**src/design/assert_macros.svh**
```systemverilog
// assertion helpers shared by the design files
`ifndef ASSERT_MACROS_SVH
`define ASSERT_MACROS_SVH

// property that holds whenever reset is released
`define ASSERT_ALWAYS(label, clk, rst_n, prop, msg) \
	label: assert property (@(posedge clk) disable iff (!rst_n) (prop)) else $error(msg);

// implication checked on the next clock
`define ASSERT_NEXT(label, clk, rst_n, ante, cons, msg) \
	label: assert property (@(posedge clk) disable iff (!rst_n) (ante) |=> (cons)) \
		else $error(msg);

`endif

```
**src/design/chs_pkg.sv**
```systemverilog
package chs_pkg;

	localparam logic [1:0] MODE_INSERT = 2'd0;
	localparam logic [1:0] MODE_SEARCH = 2'd1;
	localparam logic [1:0] MODE_DELETE = 2'd2;

	localparam logic [1:0] OUT_DONE     = 2'd0;
	localparam logic [1:0] OUT_MISSING  = 2'd1;
	localparam logic [1:0] OUT_POOL_FULL = 2'd2;

	typedef enum logic [10:0] {
		ST_IDLE   = 11'b00000000001,
		ST_CLEAR  = 11'b00000000010,
		ST_HEAD   = 11'b00000000100,
		ST_INS    = 11'b00000001000,
		ST_RD     = 11'b00000010000,
		ST_CMP    = 11'b00000100000,
		ST_UNLINK = 11'b00001000000,
		ST_FREE   = 11'b00010000000,
		ST_RES    = 11'b00100000000,
		ST_WAIT   = 11'b01000000000,
		ST_HASH   = 11'b10000000000
	} state_t;

	// controller to datapath
	typedef struct packed {
		logic load_req;
		logic hash;
		logic clear_step;
		logic head_rd;
		logic do_insert;
		logic node_rd;
		logic advance;
		logic unlink;
		logic free_node;
		logic set_result;
		logic [1:0] result_code;
		logic result_bucket;
	} cmd_t;

	// datapath to controller
	typedef struct packed {
		logic clear_done;
		logic pool_empty;
		logic cur_null;
		logic key_match;
		logic steps_done;
		logic [1:0] mode;
	} status_t;

endpackage

```
**src/design/chs_ctrl.sv**
```systemverilog
`include "assert_macros.svh"

module chs_ctrl (
	input  logic clk,
	input  logic arst_n,
	input  logic in_valid,
	output logic in_stall,
	output logic out_valid,
	input  logic out_stall,
	input  chs_pkg::status_t status,
	output chs_pkg::cmd_t cmd
);

	chs_pkg::state_t state_q, state_d;

	// state register
	always_ff @(posedge clk or negedge arst_n) begin
		if (!arst_n) begin
			state_q <= chs_pkg::ST_CLEAR;
		end else begin
			state_q <= state_d;
		end
	end

	assign in_stall = (state_q != chs_pkg::ST_IDLE);
	assign out_valid = (state_q == chs_pkg::ST_WAIT);

	// next state and commands
	always_comb begin
		state_d = state_q;
		cmd = '0;
		case (state_q)
			chs_pkg::ST_CLEAR: begin
				cmd.clear_step = !status.clear_done;
				if (status.clear_done) begin
					state_d = chs_pkg::ST_IDLE;
				end
			end
			chs_pkg::ST_IDLE: begin
				if (in_valid) begin
					cmd.load_req = 1'b1;
					state_d = chs_pkg::ST_HASH;
				end
			end
			chs_pkg::ST_HASH: begin
				cmd.hash = 1'b1;
				state_d = chs_pkg::ST_HEAD;
			end
			chs_pkg::ST_HEAD: begin
				cmd.head_rd = 1'b1;
				if (status.mode == chs_pkg::MODE_INSERT) begin
					state_d = chs_pkg::ST_INS;
				end else if (status.mode == chs_pkg::MODE_SEARCH ||
						status.mode == chs_pkg::MODE_DELETE) begin
					state_d = chs_pkg::ST_RD;
				end else begin
					cmd.set_result = 1'b1;
					cmd.result_code = chs_pkg::OUT_MISSING;
					state_d = chs_pkg::ST_WAIT;
				end
			end
			chs_pkg::ST_INS: begin
				cmd.set_result = 1'b1;
				if (status.pool_empty) begin
					cmd.result_code = chs_pkg::OUT_POOL_FULL;
				end else begin
					cmd.do_insert = 1'b1;
					cmd.result_code = chs_pkg::OUT_DONE;
				end
				state_d = chs_pkg::ST_WAIT;
			end
			chs_pkg::ST_RD: begin
				if (status.cur_null || status.steps_done) begin
					cmd.set_result = 1'b1;
					cmd.result_code = chs_pkg::OUT_MISSING;
					state_d = chs_pkg::ST_WAIT;
				end else begin
					cmd.node_rd = 1'b1;
					state_d = chs_pkg::ST_CMP;
				end
			end
			chs_pkg::ST_CMP: begin
				if (status.key_match) begin
					cmd.set_result = 1'b1;
					cmd.result_code = chs_pkg::OUT_DONE;
					if (status.mode == chs_pkg::MODE_SEARCH) begin
						cmd.result_bucket = 1'b1;
						state_d = chs_pkg::ST_WAIT;
					end else begin
						state_d = chs_pkg::ST_UNLINK;
					end
				end else begin
					cmd.advance = 1'b1;
					state_d = chs_pkg::ST_RD;
				end
			end
			chs_pkg::ST_UNLINK: begin
				cmd.unlink = 1'b1;
				state_d = chs_pkg::ST_FREE;
			end
			chs_pkg::ST_FREE: begin
				cmd.free_node = 1'b1;
				state_d = chs_pkg::ST_WAIT;
			end
			chs_pkg::ST_RES: begin
				state_d = chs_pkg::ST_WAIT;
			end
			chs_pkg::ST_WAIT: begin
				if (!out_stall) begin
					state_d = chs_pkg::ST_IDLE;
				end
			end
			default: begin
				state_d = chs_pkg::ST_IDLE;
			end
		endcase
	end

	`ASSERT_ALWAYS(a_onehot, clk, arst_n, $onehot(state_q), "state not one-hot")
	`ASSERT_NEXT(a_take, clk, arst_n, in_valid && !in_stall, state_q == chs_pkg::ST_HASH, "request lost")
	`ASSERT_NEXT(a_hold, clk, arst_n, out_valid && out_stall, out_valid, "result dropped")

endmodule

```
**config.mk**
```make
export PLATFORM = sky130hd
export DESIGN_NAME = chs_ctrl
export DESIGN_NICKNAME = d
export VERILOG_FILES = /design/src/design/chs_pkg.sv /design/src/design/chs_ctrl.sv
export VERILOG_INCLUDE_DIRS = /design/src /design/src/design
export SDC_FILE = /design/constraint.sdc
export NUM_CORES = 1
export LEC_CHECK = 0
export BUFFER_PORTS_ARGS = -buffer_cell sky130_fd_sc_hd__buf_2
export CAP_MARGIN = 30
export CORE_ASPECT_RATIO = 0.5
export CORE_UTILIZATION = 30
export DETAILED_ROUTE_END_ITERATION = 10
export SLEW_MARGIN = 40
export SYNTH_ARGS = -nofsm -noshare
export SYNTH_HDL_FRONTEND = slang
export SYNTH_SLANG_ARGS = --single-unit
```
**constraint.sdc**
```tcl
create_clock -name clk -period 2.1 [get_ports clk]
set_input_delay 0.42 -clock clk [delete_from_list [all_inputs] [get_ports clk]]
set_output_delay 0.42 -clock clk [all_outputs]
set_load 0.01 [all_outputs]
```
==> flow_summary.toml <==
[status]
status = "finished with violations"
failed_checks = "negative setup slack"

[floorplanning]
core_um2 = 2640
dieArea_um2 = 3060
die_h_um = 39.6
start_util_pct = 32.2
fp.dieW_um = 77.3
top_level_ports = 26
num_rows = 13

[sta]
final_hold_viol_count = 0
period_share_pct = 104
timing.slew.headroom_pct = 73.5
clock.fmax_mhz = 457
rsz0062_at_grt = "yes"
fin_crit_ns = 2.19
slew_viol_final = 0
worstMarginPinSlew_ns = 0.395
fin_worst_skew_ns = 0.00562
setup_viol = 5
fin_tns_setup_ns = -0.242
fin_ws_ns = -0.0884

[place]
routabilityCongestion = 0.773
post-place-ws_ns = 0.171
hpwl_mm = 1.58
io_buffers = 25

[cts]
clkTransAtPathRegs_ns = 0.05
cts_tree = "done"
cts_buffers = 3
cts.hold.buffers_added = 0
h-tree-depth = 1
cts_buffer_depth = 2
clock-sinks = 10
clk_latency_ns = 0.24
root_buffer = "clkbuf_8"

[setup_path]
worst_ep_required_time_ns = 1.68
critPathKind = "reg2out"
critPathLaunchType = "flip-flop"
endpoint_kind = "output pin"
crit_arrival_ns = 1.77
regToRegStartpoint = "state_q[1]"
crit_start = "state_q[1]"
cp_max_fo = 9

[detailed_routing]
antenna_left = 0
wl_per_cell_um = 13.5
firstDrtPassIters = 4
vias = 860
vias_per_cell = 5.06
drt_wl_total_mm = 2.29
route.detailed.drc = 0
drt_iter0_markers = 51

[pwr]
p_per_area_nw_per_um2 = 987
vdd_drop_max_uv = 395
p_leak_nw = 0.621

[yosys]
synth_edf_count = 0
yosysWarnings = 0
synth_common_cells = "9 x dfrtp_1, 9 x nor2_1, 5 x buf_2"
synthTopCellsByArea = "dfrtp_1 27%, nor4_4 5.0%, ha_1 4.4%, nor4b_1 4.1%, nor2_1 4.0%"
synth_top_area_share_pct = 26.5
syn-instance-count = 92
synth-seq-cells = 10
ys_types = 38
synth_area_per_cell_um2 = 9.23
synthFlopType = "dfrtp_1"
yosysSeqAreaShare_pct = 29.6
syn_nets = 106
yosysTopAreaCell = "dfrtp_1"
syn-cell-area_um2 = 850
synthArstFlopShare_pct = 100

[global_routing]
antenna_found_initial = 0
grt_max_degree = 12
grt_first_pass_wirelength_mm = 3.68
gr-usage-all-layers_pct = 16.8
gr-total-overflow = 0
grt_pass1_vias = 771

[layout]
largest_register = "state_q"
syn2layout_area_growth_pct = 50.7
largest_reg_flops = 10
diodes = 0
largest_registers = "state_q: 10 flops"
layout-drive-gt1-share_pct = 53.4
nets = 148

[job]
drv_cap = 0

[min_path]
hold_path.class = "in2async"
## worst max-delay path, cell delays in order, from the launching register on
cell and delay (ns):
dfstp_2 0.42, nor4_4 0.33, nand2_2 0.11, or3_4 0.36, nor3b_2 0.16, buf_2 0.15
## cells in the final DEF (no fill, tap or decap), types with 2 or more instances in the layout
cell,count
nor4_1,2
a211oi_1,3
nor3_2,2
nor4_4,4
and2_1,2
nor4b_2,2
dfrtp_1,9
inv_1,4
nor2b_1,3
nor2_1,9
clkbuf_8,4
nor3b_1,2
nand2_1,3
nor3b_2,4
buf_2,24
nand3_1,3
nand2_2,2
and4bb_2,2
ha_1,3
buf_4,17
o21ai_0,3
nand3b_1,2
buf_6,3
nand4_1,4
## area by class of cell
| class | count | area [µm²] |
|---|---|---|
| clock buffer | 4 | 55.1 |
| tap | 37 | 46.3 |
| sequential | 10 | 251 |
| timing repair buffer | 44 | 282 |
| fill | 255 | 1360 |
| inverter | 4 | 15.0 |
| multi-input combinational | 71 | 631 |
## where the power goes
| part | switching, W | leakage, nW | internal [W] | total (W) |
|---|---|---|---|---|
| clock | 0.0000811 | 0.0288 | 0.000165 | 0.000246 |
| combinational | 0.000373 | 0.460 | 0.000399 | 0.000772 |
| sequential | 0.0000256 | 0.132 | 0.000219 | 0.000245 |
## final timing paths
kind,cells after the start,slack [ns],end
setup / recovery,5,-0.09,cmd[4]
hold reg to reg,2,0.62,state_q[2]
hold / removal,1,0.04,state_q[0]
setup reg to reg,10,-0.02,state_q[9]
max in group asynchronous,1,1.80,state_q[1]
min in group clk,2,0.40,state_q[5]
## layer usage
metal / up-vias / global-route usage [%] / wire length (µm)
met2: 21 / 25.9 / 1040
met1: 405 / 20.7 / 1070
met3: 8 / 6.28 / 114
met4: 0 / 8.96 / 62
met5: - / 0 / 0
li1: 426 / - / -
## logic make-up after synthesis
kind of cell	count (synthesis)	share of synthesized area (%)
simple gates	54	45.7
xor+xnor	2	2.06
compound gates	12	11.6
fa+ha+maj	3	4.42
buf+inv	11	6.63
flops	10	29.6
## metrics by stage
stage | hold WS, ns | utilization [%] | instance area [µm²] | power (W) | cells
after global routing | 0.0375 | 48.6 | 1280 | 0.00137 | 170
after detailed placement | 0.302 | 39.7 | 1050 | 0.000762 | 156
after floorplan | 0.124 | - | 850 | 0.000597 | 92
after CTS | 0.0408 | 45.9 | 1210 | 0.00117 | 168
after global placement | 0.297 | 39.7 | 1050 | 0.000755 | 156
final | 0.0377 | 48.6 | 1280 | 0.00126 | 170
## timing repair
item	4_1_cts	5_1_grt
resized for setup	8	9
pin swaps	9	5
endpoints found under the setup margin	8	15
setup buffers	8	4
No activity file was read; power rests on OpenSTA's default activity.
